==> src/rtl/assert_macros.svh <==
// Assertion helpers for the RTL files.
`ifndef ASSERT_MACROS_SVH
`define ASSERT_MACROS_SVH

// Same-cycle implication, clocked on i_clk, off during reset.
`define ASSERT_IMPL(lbl, ante, cons, msg) \
    lbl: assert property (@(posedge i_clk) disable iff (!i_rst_n) (ante) |-> (cons)) \
        else $error(msg);

// Next-cycle implication, clocked on i_clk, off during reset.
`define ASSERT_NEXT(lbl, ante, cons, msg) \
    lbl: assert property (@(posedge i_clk) disable iff (!i_rst_n) (ante) |=> (cons)) \
        else $error(msg);

`endif

==> src/rtl/gpdc_pkg.sv <==
`timescale 1ns / 1ps
// ----------------------------------------------------------------------------
// gpdc_pkg: constants and helpers of the go-to-pose drive controller
// Controller modes, register indexes, angle constants, CORDIC arctangent
// table, register resets and small fixed-point helpers.
// ----------------------------------------------------------------------------
package gpdc_pkg;

    localparam int CORDIC_STEPS_DEF = 16;

    // controller modes
    localparam logic [1:0] MODE_IDLE  = 2'd0;
    localparam logic [1:0] MODE_ALIGN = 2'd1;
    localparam logic [1:0] MODE_MOVE  = 2'd2;
    localparam logic [1:0] MODE_FINAL = 2'd3;

    // configuration register indexes
    localparam logic [2:0] REG_TURN_GAIN  = 3'd0;
    localparam logic [2:0] REG_TURN_LIM   = 3'd1;
    localparam logic [2:0] REG_FWD_LIM    = 3'd2;
    localparam logic [2:0] REG_REV_LIM    = 3'd3;
    localparam logic [2:0] REG_ARRIVE     = 3'd4;
    localparam logic [2:0] REG_HEAD_TOL   = 3'd5;
    localparam logic [2:0] REG_SLOW       = 3'd6;

    // register reset values
    localparam logic [15:0] RST_TURN_GAIN = 16'd1280;
    localparam logic [14:0] RST_TURN_LIM  = 15'd4096;
    localparam logic [14:0] RST_FWD_LIM   = 15'd3277;
    localparam logic [15:0] RST_REV_LIM   = 16'hF99A;
    localparam logic [15:0] RST_ARRIVE    = 16'd205;
    localparam logic [14:0] RST_HEAD_TOL  = 15'd713;
    localparam logic [14:0] RST_SLOW      = 15'd2048;

    // angles: 1/8192 rad (coarse) and 2^-24 rad (fine)
    localparam int PI_C      = 25736;
    localparam int HALF_PI_C = 12868;
    localparam int TWO_PI_C  = 51472;
    localparam int PI_F      = 52707178;
    localparam int HALF_PI_F = 26353589;
    localparam int TWO_PI_F  = 105414356;

    // 1/K of the CORDIC in Q30
    localparam logic [29:0] INV_GAIN_Q30 = 30'd652032874;
    localparam int ONE_RAD_Q12 = 4096;

    // heading error width (1/8192 rad)
    localparam int ERR_W = 20;

    // arctangent of 2^-i in 2^-24 rad
    function automatic logic [23:0] atan_at(input logic [4:0] idx);
        logic [23:0] v;
        case (idx)
            5'd0:  v = 24'd13176795;
            5'd1:  v = 24'd7778716;
            5'd2:  v = 24'd4110060;
            5'd3:  v = 24'd2086331;
            5'd4:  v = 24'd1047214;
            5'd5:  v = 24'd524117;
            5'd6:  v = 24'd262123;
            5'd7:  v = 24'd131069;
            5'd8:  v = 24'd65536;
            5'd9:  v = 24'd32768;
            5'd10: v = 24'd16384;
            5'd11: v = 24'd8192;
            5'd12: v = 24'd4096;
            5'd13: v = 24'd2048;
            5'd14: v = 24'd1024;
            5'd15: v = 24'd512;
            5'd16: v = 24'd256;
            5'd17: v = 24'd128;
            5'd18: v = 24'd64;
            5'd19: v = 24'd32;
            5'd20: v = 24'd16;
            5'd21: v = 24'd8;
            5'd22: v = 24'd4;
            5'd23: v = 24'd2;
            default: v = 24'd0;
        endcase
        return v;
    endfunction

    // one-step wrap of a heading error into about +-pi
    function automatic logic signed [ERR_W-1:0] wrap_once(input logic signed [ERR_W-1:0] e);
        logic signed [ERR_W-1:0] r;
        if (e > ERR_W'(PI_C))       r = e - ERR_W'(TWO_PI_C);
        else if (e < -ERR_W'(PI_C)) r = e + ERR_W'(TWO_PI_C);
        else                        r = e;
        return r;
    endfunction

    // clamp a magnitude to the turn-rate limit and apply the sign
    function automatic logic signed [15:0] rate_clamp(input logic neg,
                                                      input logic [37:0] mag,
                                                      input logic [14:0] lim);
        logic [14:0] m;
        m = (mag > {23'd0, lim}) ? lim : mag[14:0];
        return neg ? -$signed({1'b0, m}) : $signed({1'b0, m});
    endfunction

endpackage

==> src/rtl/goto_pose_drive_controller_unit.sv <==
`timescale 1ns / 1ps
// ----------------------------------------------------------------------------
// goto_pose_drive_controller_unit: go-to-pose controller, differential drive
// Align, pure-pursuit move and final rotate on one shared CORDIC stage,
// one shared multiplier and a radix-2 divider under a small sequencer.
// ----------------------------------------------------------------------------
// Usage
//  - Input stream: tuser is kind (0 goal, 1 tick), tdata carries the pose.
//    A goal beat stores the target and enters align mode; it gives no result.
//    A tick beat gives one command beat on the output stream.
//  - Config channel: index and data, always ready; the user must write it
//    only while idle, as the block itself does not enforce this.
//  - Work per tick: an idle tick only loads the output; a final-mode
//    tick adds a multiply; an align tick runs the CORDIC iterations (one
//    per cycle); a move tick runs them twice, then the 38-step division loop.
//  - One item is in work at a time; the input is not ready until the
//    command sits in the output register.
//  - A stalled receiver holds the command in the output register; the
//    next item may be taken and computed meanwhile, and waits for the slot.
//  - Reset (synchronous, active low) sets idle mode, clears the target and
//    loads the register defaults.
// ----------------------------------------------------------------------------
`include "assert_macros.svh"

module goto_pose_drive_controller_unit #(
    parameter int CORDIC_STEPS = gpdc_pkg::CORDIC_STEPS_DEF
) (
    input  logic        i_clk,
    input  logic        i_rst_n,
    // input stream
    input  logic        i_s_axis_tvalid,
    output logic        o_s_axis_tready,
    input  logic [63:0] i_s_axis_tdata,   // pos_x[23:0], pos_y[47:24], heading[63:48]
    input  logic        i_s_axis_tuser,   // kind
    // result stream
    output logic        o_m_axis_tvalid,
    input  logic        i_m_axis_tready,
    output logic [31:0] o_m_axis_tdata,   // linear_speed[15:0], turn_rate[31:16]
    output logic [2:0]  o_m_axis_tuser,   // mode_now[1:0], reversing[2]
    // configuration writes
    input  logic        i_cfg_valid,
    output logic        o_cfg_ready,
    input  logic [2:0]  i_cfg_index,
    input  logic [15:0] i_cfg_data
);

    localparam int XW    = 34;
    localparam int ZW    = 30;
    localparam int IW    = (CORDIC_STEPS > 1) ? $clog2(CORDIC_STEPS) : 1;
    localparam int DW    = 26;
    localparam int DIV_N = 38;
    localparam int EW    = gpdc_pkg::ERR_W;

    localparam logic [3:0] S_IDLE  = 4'd0;
    localparam logic [3:0] S_ITER  = 4'd1;
    localparam logic [3:0] S_DLO   = 4'd2;
    localparam logic [3:0] S_DHI   = 4'd3;
    localparam logic [3:0] S_DIST  = 4'd4;
    localparam logic [3:0] S_ADEC1 = 4'd5;
    localparam logic [3:0] S_ADEC2 = 4'd6;
    localparam logic [3:0] S_MDEC  = 4'd7;
    localparam logic [3:0] S_SPEED = 4'd8;
    localparam logic [3:0] S_WRAP  = 4'd9;
    localparam logic [3:0] S_MUL1  = 4'd10;
    localparam logic [3:0] S_MUL2  = 4'd11;
    localparam logic [3:0] S_DIV   = 4'd12;
    localparam logic [3:0] S_FIN   = 4'd13;
    localparam logic [3:0] S_FIN2  = 4'd14;
    localparam logic [3:0] S_OUT   = 4'd15;

    // configuration registers
    logic [15:0] r_gain;
    logic [14:0] r_turn_lim;
    logic [14:0] r_fwd_lim;
    logic [15:0] r_rev_lim;
    logic [15:0] r_arrive;
    logic [14:0] r_tol;
    logic [14:0] r_slow;

    // controller state
    logic [3:0]  r_state;
    logic [1:0]  r_mode;
    logic        r_bflag;
    logic [23:0] r_tx;
    logic [23:0] r_ty;
    logic [15:0] r_th;
    logic signed [15:0] r_hd;

    // working registers
    logic signed [XW-1:0] r_x;
    logic signed [XW-1:0] r_y;
    logic signed [ZW-1:0] r_z;
    logic                 r_vec;
    logic [IW-1:0]        r_i;
    logic [63:0]          r_acc;
    logic [DW-1:0]        r_dist;
    logic signed [EW-1:0] r_err;
    logic signed [15:0]   r_v;
    logic signed [15:0]   r_w;
    logic                 r_neg;
    logic [37:0]          r_num;
    logic [DW:0]          r_rem;
    logic [37:0]          r_q;
    logic [5:0]           r_k;

    // output register
    logic        r_ovalid;
    logic [15:0] r_ospeed;
    logic [15:0] r_orate;
    logic [1:0]  r_omode;
    logic        r_orev;

    logic        in_acc;
    logic signed [23:0] in_px;
    logic signed [23:0] in_py;
    logic signed [15:0] in_hd;
    logic signed [24:0] dx;
    logic signed [24:0] dy;
    logic signed [XW-1:0] x0;
    logic signed [XW-1:0] y0;

    logic signed [XW-1:0] sh_x;
    logic signed [XW-1:0] sh_y;
    logic signed [ZW-1:0] atn;
    logic                 rot_pos;

    logic [46:0] mul_a;
    logic [15:0] mul_b;
    logic [62:0] prod;

    logic signed [18:0]   td;
    logic signed [EW-1:0] hd_e;
    logic signed [EW-1:0] yaw_e;
    logic signed [EW-1:0] err_a;
    logic signed [EW-1:0] err_f;
    logic signed [EW-1:0] tol_e;
    logic [EW-1:0]        err_f_mag;
    logic [30:0]          s_mag;
    logic [15:0]          v_mag;
    logic [28:0]          m_val;
    logic signed [29:0]   neg_m;
    logic signed [29:0]   rev_s;
    logic [DW:0]          trial;
    logic                 qbit;
    logic [37:0]          q_next;
    logic [63:0]          dist_sum;

    assign in_acc = i_s_axis_tvalid && o_s_axis_tready;
    assign in_px  = $signed(i_s_axis_tdata[23:0]);
    assign in_py  = $signed(i_s_axis_tdata[47:24]);
    assign in_hd  = $signed(i_s_axis_tdata[63:48]);

    // goal offset and CORDIC seed; the left half-plane is folded over when loaded
    assign dx = $signed({r_tx[23], r_tx}) - $signed({in_px[23], in_px});
    assign dy = $signed({r_ty[23], r_ty}) - $signed({in_py[23], in_py});
    assign x0 = $signed({{3{dx[24]}}, dx, 6'b0});
    assign y0 = $signed({{3{dy[24]}}, dy, 6'b0});

    // shared CORDIC micro-rotation
    assign sh_x    = r_x >>> r_i;
    assign sh_y    = r_y >>> r_i;
    assign atn     = $signed({{(ZW-24){1'b0}}, gpdc_pkg::atan_at(5'(r_i))});
    assign rot_pos = r_vec ? !(r_y > 0) : (r_z >= 0);

    // heading arithmetic
    assign td    = 19'((r_z + ZW'(1024)) >>> 11);
    assign hd_e  = EW'(r_hd);
    assign yaw_e = (r_hd > 0) ? hd_e - EW'(gpdc_pkg::PI_C)
                 : (r_hd < 0) ? hd_e + EW'(gpdc_pkg::PI_C) : hd_e;
    assign tol_e = $signed({{(EW-15){1'b0}}, r_tol});
    assign err_a = gpdc_pkg::wrap_once(EW'(td) - yaw_e);
    assign err_f = gpdc_pkg::wrap_once($signed(EW'($signed(r_th))) - hd_e);
    assign err_f_mag = err_f[EW-1] ? EW'(-err_f) : EW'(err_f);

    assign s_mag = r_y[XW-1] ? 31'(-r_y) : 31'(r_y);
    assign v_mag = r_v[15] ? 16'(-r_v) : 16'(r_v);
    assign m_val = r_acc[40:12];

    // reverse speed candidate and its limit, both signed
    assign neg_m = -$signed({1'b0, m_val});
    assign rev_s = $signed({{14{r_rev_lim[15]}}, r_rev_lim});

    // divider step
    assign trial  = {r_rem[DW-1:0], r_num[37]};
    assign qbit   = (trial >= {1'b0, r_dist});
    assign q_next = {r_q[36:0], qbit};

    assign dist_sum = r_acc + (64'd1 << 35);

    // shared multiplier operand selection
    always_comb begin
        mul_a = '0;
        mul_b = '0;
        case (r_state)
            S_DLO: begin
                mul_a = 47'(r_x[31:0]);
                mul_b = gpdc_pkg::INV_GAIN_Q30[15:0];
            end
            S_DHI: begin
                mul_a = 47'(r_x[31:0]);
                mul_b = {2'b0, gpdc_pkg::INV_GAIN_Q30[29:16]};
            end
            S_MDEC: begin
                mul_a = 47'(r_dist);
                mul_b = {1'b0, r_slow};
            end
            S_MUL1: begin
                mul_a = 47'(s_mag);
                mul_b = v_mag;
            end
            S_MUL2: begin
                mul_a = r_acc[46:0];
                mul_b = r_gain;
            end
            S_FIN: begin
                mul_a = 47'(err_f_mag);
                mul_b = r_gain;
            end
            default: begin
                mul_a = '0;
                mul_b = '0;
            end
        endcase
    end

    assign prod = 63'(mul_a) * 63'(mul_b);

    // configuration writes
    always_ff @(posedge i_clk) begin
        if (!i_rst_n) begin
            r_gain     <= gpdc_pkg::RST_TURN_GAIN;
            r_turn_lim <= gpdc_pkg::RST_TURN_LIM;
            r_fwd_lim  <= gpdc_pkg::RST_FWD_LIM;
            r_rev_lim  <= gpdc_pkg::RST_REV_LIM;
            r_arrive   <= gpdc_pkg::RST_ARRIVE;
            r_tol      <= gpdc_pkg::RST_HEAD_TOL;
            r_slow     <= gpdc_pkg::RST_SLOW;
        end else if (i_cfg_valid) begin
            case (i_cfg_index)
                gpdc_pkg::REG_TURN_GAIN: r_gain     <= i_cfg_data;
                gpdc_pkg::REG_TURN_LIM:  r_turn_lim <= i_cfg_data[14:0];
                gpdc_pkg::REG_FWD_LIM:   r_fwd_lim  <= i_cfg_data[14:0];
                gpdc_pkg::REG_REV_LIM:   r_rev_lim  <= i_cfg_data;
                gpdc_pkg::REG_ARRIVE:    r_arrive   <= i_cfg_data;
                gpdc_pkg::REG_HEAD_TOL:  r_tol      <= i_cfg_data[14:0];
                gpdc_pkg::REG_SLOW:      r_slow     <= i_cfg_data[14:0];
                default: ;
            endcase
        end
    end

    // sequencer
    always_ff @(posedge i_clk) begin
        if (!i_rst_n) begin
            r_state  <= S_IDLE;
            r_mode   <= gpdc_pkg::MODE_IDLE;
            r_bflag  <= 1'b0;
            r_tx     <= '0;
            r_ty     <= '0;
            r_th     <= '0;
            r_ovalid <= 1'b0;
        end else begin
            // drop the result once taken, unless a new one is loaded now
            if (r_ovalid && i_m_axis_tready && r_state != S_OUT) begin
                r_ovalid <= 1'b0;
            end
            case (r_state)
                S_IDLE: begin
                    if (in_acc) begin
                        r_hd <= in_hd;
                        r_v  <= '0;
                        r_w  <= '0;
                        if (!i_s_axis_tuser) begin
                            // store goal, no result
                            r_tx    <= i_s_axis_tdata[23:0];
                            r_ty    <= i_s_axis_tdata[47:24];
                            r_th    <= i_s_axis_tdata[63:48];
                            r_bflag <= 1'b0;
                            r_mode  <= gpdc_pkg::MODE_ALIGN;
                        end else if (r_mode == gpdc_pkg::MODE_IDLE) begin
                            r_state <= S_OUT;
                        end else if (r_mode == gpdc_pkg::MODE_FINAL) begin
                            r_state <= S_FIN;
                        end else if (dx == 0 && dy == 0) begin
                            r_z     <= '0;
                            r_dist  <= '0;
                            r_state <= (r_mode == gpdc_pkg::MODE_ALIGN) ? S_ADEC1 : S_MDEC;
                        end else begin
                            r_vec <= 1'b1;
                            r_i   <= '0;
                            if (x0 < 0) begin
                                r_x <= -x0;
                                r_y <= -y0;
                                r_z <= (y0 >= 0) ? ZW'(gpdc_pkg::PI_F) : -ZW'(gpdc_pkg::PI_F);
                            end else begin
                                r_x <= x0;
                                r_y <= y0;
                                r_z <= '0;
                            end
                            r_state <= S_ITER;
                        end
                    end
                end
                S_ITER: begin
                    if (rot_pos) begin
                        r_x <= r_x - sh_y;
                        r_y <= r_y + sh_x;
                        r_z <= r_z - atn;
                    end else begin
                        r_x <= r_x + sh_y;
                        r_y <= r_y - sh_x;
                        r_z <= r_z + atn;
                    end
                    r_i <= r_i + 1'b1;
                    if (r_i == IW'(CORDIC_STEPS - 1)) begin
                        r_state <= r_vec ? S_DLO : S_MUL1;
                    end
                end
                // scale the vector length by 1/K in two partial products
                S_DLO: begin
                    r_acc   <= 64'(prod);
                    r_state <= S_DHI;
                end
                S_DHI: begin
                    r_acc   <= r_acc + (64'(prod) << 16);
                    r_state <= S_DIST;
                end
                S_DIST: begin
                    r_dist  <= dist_sum[36+DW-1:36];
                    r_state <= (r_mode == gpdc_pkg::MODE_ALIGN) ? S_ADEC1 : S_MDEC;
                end
                S_ADEC1: begin
                    r_err   <= gpdc_pkg::wrap_once(EW'(td) - hd_e);
                    r_state <= S_ADEC2;
                end
                S_ADEC2: begin
                    // flip to reverse when the goal lies behind
                    if (r_err > EW'(gpdc_pkg::HALF_PI_C) || r_err < -EW'(gpdc_pkg::HALF_PI_C)) begin
                        r_bflag <= 1'b1;
                        if (err_a > tol_e || err_a < -tol_e) begin
                            r_w <= (err_a > 0) ? 16'(gpdc_pkg::ONE_RAD_Q12)
                                               : -16'(gpdc_pkg::ONE_RAD_Q12);
                        end else begin
                            r_mode <= gpdc_pkg::MODE_MOVE;
                        end
                    end else begin
                        r_bflag <= 1'b0;
                        if (r_err > tol_e || r_err < -tol_e) begin
                            r_w <= (r_err > 0) ? 16'(gpdc_pkg::ONE_RAD_Q12)
                                               : -16'(gpdc_pkg::ONE_RAD_Q12);
                        end else begin
                            r_mode <= gpdc_pkg::MODE_MOVE;
                        end
                    end
                    r_state <= S_OUT;
                end
                S_MDEC: begin
                    if (r_dist == 0 || r_dist < DW'(r_arrive)) begin
                        r_mode  <= gpdc_pkg::MODE_FINAL;
                        r_state <= S_OUT;
                    end else begin
                        r_acc   <= 64'(prod);
                        r_state <= S_SPEED;
                    end
                end
                S_SPEED: begin
                    // speed scales with distance, clamped by the limits
                    if (r_bflag) begin
                        r_v <= (neg_m < rev_s) ? $signed(r_rev_lim) : neg_m[15:0];
                    end else begin
                        r_v <= (m_val > 29'(r_fwd_lim)) ? $signed({1'b0, r_fwd_lim})
                                                        : $signed({1'b0, m_val[14:0]});
                    end
                    r_z     <= r_z - $signed({{(ZW-27){r_hd[15]}}, r_hd, 11'b0});
                    r_state <= S_WRAP;
                end
                S_WRAP: begin
                    // bring the angle into +-pi, fold to +-pi/2, seed the sine
                    if (r_z > ZW'(gpdc_pkg::PI_F)) begin
                        r_z <= r_z - ZW'(gpdc_pkg::TWO_PI_F);
                    end else if (r_z < -ZW'(gpdc_pkg::PI_F)) begin
                        r_z <= r_z + ZW'(gpdc_pkg::TWO_PI_F);
                    end else begin
                        if (r_z > ZW'(gpdc_pkg::HALF_PI_F)) begin
                            r_z <= ZW'(gpdc_pkg::PI_F) - r_z;
                        end else if (r_z < -ZW'(gpdc_pkg::HALF_PI_F)) begin
                            r_z <= -ZW'(gpdc_pkg::PI_F) - r_z;
                        end
                        r_x     <= $signed(XW'(gpdc_pkg::INV_GAIN_Q30));
                        r_y     <= '0;
                        r_vec   <= 1'b0;
                        r_i     <= '0;
                        r_state <= S_ITER;
                    end
                end
                S_MUL1: begin
                    r_neg   <= r_y[XW-1] != r_v[15];
                    r_acc   <= 64'(prod);
                    r_state <= S_MUL2;
                end
                S_MUL2: begin
                    r_acc   <= 64'(prod);
                    r_num   <= prod[62:25];
                    r_rem   <= '0;
                    r_q     <= '0;
                    r_k     <= '0;
                    r_state <= S_DIV;
                end
                S_DIV: begin
                    // one quotient bit a cycle
                    r_rem <= qbit ? trial - {1'b0, r_dist} : trial;
                    r_num <= {r_num[36:0], 1'b0};
                    r_q   <= q_next;
                    r_k   <= r_k + 1'b1;
                    if (r_k == 6'(DIV_N - 1)) begin
                        r_w     <= gpdc_pkg::rate_clamp(r_neg, q_next, r_turn_lim);
                        r_state <= S_OUT;
                    end
                end
                S_FIN: begin
                    if (err_f < tol_e && err_f > -tol_e) begin
                        r_mode  <= gpdc_pkg::MODE_IDLE;
                        r_state <= S_OUT;
                    end else begin
                        r_neg   <= err_f[EW-1];
                        r_acc   <= 64'(prod);
                        r_state <= S_FIN2;
                    end
                end
                S_FIN2: begin
                    r_w     <= gpdc_pkg::rate_clamp(r_neg, {14'd0, r_acc[32:9]}, r_turn_lim);
                    r_state <= S_OUT;
                end
                S_OUT: begin
                    // wait for the output slot, then load the command beat
                    if (!r_ovalid || i_m_axis_tready) begin
                        r_ovalid <= 1'b1;
                        r_ospeed <= r_v;
                        r_orate  <= r_w;
                        r_omode  <= r_mode;
                        r_orev   <= r_bflag;
                        r_state  <= S_IDLE;
                    end
                end
                default: r_state <= S_IDLE;
            endcase
        end
    end

    assign o_s_axis_tready = (r_state == S_IDLE);
    assign o_cfg_ready     = 1'b1;
    assign o_m_axis_tvalid = r_ovalid;
    assign o_m_axis_tdata  = {r_orate, r_ospeed};
    assign o_m_axis_tuser  = {r_orev, r_omode};

    // checks
    `ASSERT_NEXT(a_goal_aligns, in_acc && !i_s_axis_tuser,
                 r_mode == gpdc_pkg::MODE_ALIGN && !r_bflag, "goal did not enter align")
    `ASSERT_IMPL(a_speed_in_move, o_m_axis_tvalid && o_m_axis_tdata[15:0] != 16'd0,
                 o_m_axis_tuser[1:0] == gpdc_pkg::MODE_MOVE, "speed outside move mode")
    `ASSERT_NEXT(a_out_loaded, r_state == S_OUT && !r_ovalid,
                 o_m_axis_tvalid, "free output slot not loaded")

endmodule
==> config.mk <==
export PLATFORM = sky130hd
export DESIGN_NAME = goto_pose_drive_controller_unit
export DESIGN_NICKNAME = d
export VERILOG_FILES = /design/src/rtl/gpdc_pkg.sv /design/src/rtl/goto_pose_drive_controller_unit.sv
export VERILOG_INCLUDE_DIRS = /design/src /design/src/rtl
export SDC_FILE = /design/constraint.sdc
export NUM_CORES = 2
export LEC_CHECK = 0
export ABC_AREA = 1
export ABC_CLOCK_PERIOD_IN_PS = 11350
export BUFFER_PORTS_ARGS = -buffer_cell sky130_fd_sc_hd__buf_2
export CORE_UTILIZATION = 50
export DETAILED_ROUTE_END_ITERATION = 6
export HOLD_SLACK_MARGIN = 0.02
export PLACE_DENSITY_LB_ADDON = 0.2
export SYNTH_ARGS = -nofsm -noshare
export SYNTH_HDL_FRONTEND = slang
export SYNTH_SLANG_ARGS = --single-unit
==> constraint.sdc <==
create_clock -name i_clk -period 11.35 [get_ports i_clk]
set_input_delay 0 -clock i_clk [delete_from_list [all_inputs] [get_ports i_clk]]
set_output_delay 0 -clock i_clk [all_outputs]
set_load 0.05 [all_outputs]
==> impl_metrics.ini <==
[grt]
grt_pass1_vias = 77400
grtUsageTotal_pct = 36.9
grt_start_max_net_pins = 129
antenna_found_initial = 12
grt_first_pass_wirelength_mm = 466
overflow = 0

[timing]
clock_skew_ps = 56.5
fmax_ghz = 0.0915
max-slew-margin-rel_pct = 7.96
hold_viol = 0
slew_viol_final = 0
post-route-period-util_pct = 96.3
worst_hold_slack_ps = 80.6
tightest_slew_ps = 1370
setup_violations = 0
rsz0062_at_grt = true
post-route-min-period_ps = 10930

[power_and_ir_drop]
power.leakage_nw = 44.5
power.density_nw_per_um2 = 283
peakVddDrop_v = 0.000229

[outcome]
status = completed

[cells_and_area]
syn2layout_area_growth_pct = 13.4
layout.nets = 13400
n_fill_cell = 15600
fin_area_um2 = 93000
drive_gt1_share_pct = 10.0

[critical_path]
critPathArrivalTime_ps = 11390
cp_common_cell = nand2_2
critical_path_class = flip-flop to flip-flop
endpoint = r_acc[49]
r2r_start = r_hd[0]
endpoint_kind = flip-flop
r2r_end = r_acc[49]
cp_slowest_stage_delay_ps = 540
r2r_slack_ps = 420
path_max_fanout = 7
cp-start-kind = flip-flop
critPathSlowestCell = fa_1
rr_worst_depth = 61
crit_start = r_hd[0]
critPathRequiredTime_ps = 11810

[floorplan]
top_level_ports = 127
coreArea_um2 = 163000
rows = 148
dieArea_um2 = 166000
die_h_um = 407
die_w_um = 407
start_util_pct = 50.4

[clocking]
clk_pin_slew_ps = 60
root_buffer = clkbuf_16
cts_buffers = 80
numClockSinks = 605
insertion_delay_ps = 730
cts_max_level = 3
cts_buffer_depth = 3
cts_tree = done

[synth]
synth_cell_types = 86
avgSynthCellArea_um2 = 7.13
netlist_instances = 11500
ys_seq_area_share_pct = 19.7
async_flop_share_pct = 0
yosysWarnings = 0
netlist_area_um2 = 82000
synth_ff_type = edfxtp_1
synth_nets = 12900
synth_edf_count = 402
ys_ff_latch = 605

[routing]
vias = 81400
wl_per_cell_um = 21.7
first_iter_violations = 8294
vias_per_cell = 5.71
wl_mm = 309
dr.pass1.iters = 6
ant_nets = 0
route.detailed.drc = 0

[hold_path]
holdCritPathClass = input pin to flip-flop

[place]
place_area_um2 = 87700
dp_hpwl_mm = 245
gp_congestion = 1.03
numPortBuffers = 125

[flow_run]
maxCapViolCount = 0
==> layer usage <==
layer	share of wire, %	global-route usage (%)
met1	42	49.9
met2	44	57.6
met3	9.4	7.22
met4	4.7	15.3
met5	0.012	0
==> worst max-delay path: cells and delay by family (launching register included) <==
kind | cells | cell delay, ps
adders and majority gates | 10 | 4260
and+or+nand+nor | 24 | 2790
buffers and inverters | 15 | 1660
AOI/OAI and AO/OA | 10 | 1420
DFF | 1 | 390
xor gates and xnor gates | 2 | 160
==> flip-flops by register name, indices dropped and copies added, names as in the netlist, 20 cells and up <==
register,cells
r_tx,24
atn,23
r_ty,24
r_z,30
r_q,37
r_y,34
r_x,34
r_acc,62
r_err,20
r_num,38
r_rem,26
r_dist,26
==> cell usage in the layout (no fill, tap or decap), types with 52 or more instances in the layout <==
cell type | netlist | routed
xor2_1 | 285 | 280
or2_2 | 54 | 54
xnor2_1 | 127 | 125
o21ai_0 | 841 | 821
nor2_1 | 1130 | 1108
a31oi_1 | 66 | 65
nor4_1 | 58 | 54
a21oi_1 | 840 | 789
nand4_1 | 92 | 92
nand2_2 | 42 | 64
edfxtp_1 | 402 | 402
ha_1 | 658 | 643
clkbuf_16 | 0 | 85
nand2_1 | 2500 | 2471
a21oi_2 | 8 | 52
o211ai_1 | 89 | 89
dfxtp_1 | 203 | 203
buf_4 | 15 | 518
buf_2 | 50 | 124
o21ai_1 | 53 | 59
inv_1 | 1874 | 1862
nor3_1 | 189 | 181
fa_1 | 638 | 629
nand3_1 | 416 | 411
dlygate4sd3_1 | 0 | 127
==> Yosys cell counts, drive strengths merged (44+ instances only) <==
| cell | n | area share, % |
|---|---|---|
| a21oi | 852 | 5.3 |
| a31oi | 66 | 0.50 |
| buf | 99 | 0.66 |
| clkbuf | 272 | 1.2 |
| dfxtp | 203 | 5.0 |
| edfxtp | 402 | 15 |
| fa | 638 | 16 |
| ha | 658 | 10 |
| inv | 1903 | 8.7 |
| mux2i | 44 | 0.54 |
| nand2 | 2551 | 12 |
| nand3 | 433 | 2.8 |
| nand4 | 92 | 0.70 |
| nor2 | 1152 | 5.4 |
| nor3 | 205 | 1.4 |
| nor4 | 58 | 0.44 |
| o211ai | 90 | 0.83 |
| o21a | 44 | 0.40 |
| o21ai | 899 | 5.5 |
| o22ai | 45 | 0.34 |
| or2 | 59 | 0.45 |
| xnor2 | 128 | 1.4 |
| xor2 | 289 | 3.1 |
==> timing repair <==
item	4_1_cts	5_1_grt
cloned	0	2
hold buffers	127	0
resized for setup	5	219
endpoints found under the hold margin	214	0
pin swaps	0	87
buffers inserted	0	42
setup endpoints to repair	1	24
==> power by group <==
group / switching (W) / internal (W) / total [W]
combinational: 0.0127 / 0.00720 / 0.0199
sequential: 0.000629 / 0.00316 / 0.00379
clock: 0.00117 / 0.00149 / 0.00266
total: 0.0145 / 0.0118 / 0.0263
==> worst min path at each step <==
stage                  startpoint  endpoint  slack [ps]  cells past startpoint
6_report       i_s_axis_tdata[55]   r_hd[7]          80                      2
3_3_place_gp   i_s_axis_tdata[50]   r_hd[2]         190                      1
3_5_place_dp   i_s_axis_tdata[50]   r_hd[2]         200                      1
2_1_floorplan  i_s_axis_tdata[48]   r_hd[0]         100                      0
4_1_cts        i_s_axis_tdata[55]   r_hd[7]          30                      2
5_1_grt        i_s_axis_tdata[55]   r_hd[7]          60                      2
==> cell families (layout without fill, tap and decap cells) <==
family / count (synthesis) / after routing / share of synthesized area [%]
fa+ha+maj: 1296 / 1296 / 25.6
compound gates: 2261 / 2261 / 15.6
other cells: 1 / 4 / 0.00457
buf+inv: 2293 / 2861 / 10.7
xor+xnor: 417 / 417 / 4.51
flops: 605 / 605 / 19.7
simple gates: 4588 / 4589 / 23.3
mux: 44 / 44 / 0.537
==> final cells by class <==
class                   count  area [µm²]  share of cell area, %
diodes                      3        7.51                0.00807
well taps                2175        2720                   2.93
clock buffers              97        2220                   2.39
multi-input cells        8608       58000                   62.4
inverters                1922        7240                   7.79
repair buffers            789        6120                   6.58
flip-flops and latches    605       16100                   17.4
clock inverters            53         502                  0.540
==> stage by stage <==
stage               utilization [%]  cells  TNS (ps)  setup WS [ps]  power [W]
floorplan                         -  11500         0            970     0.0159
global route                   57.1  14300      -254          -68.4     0.0284
global placement               53.9  13900     -6.92          -6.92     0.0225
detailed placement             53.9  13900     -53.0          -53.0     0.0227
finish                         57.1  14300         0            416     0.0263
CTS                            56.4  14200         0           13.5     0.0256
Note: power is estimated with default switching activity, not from simulation.
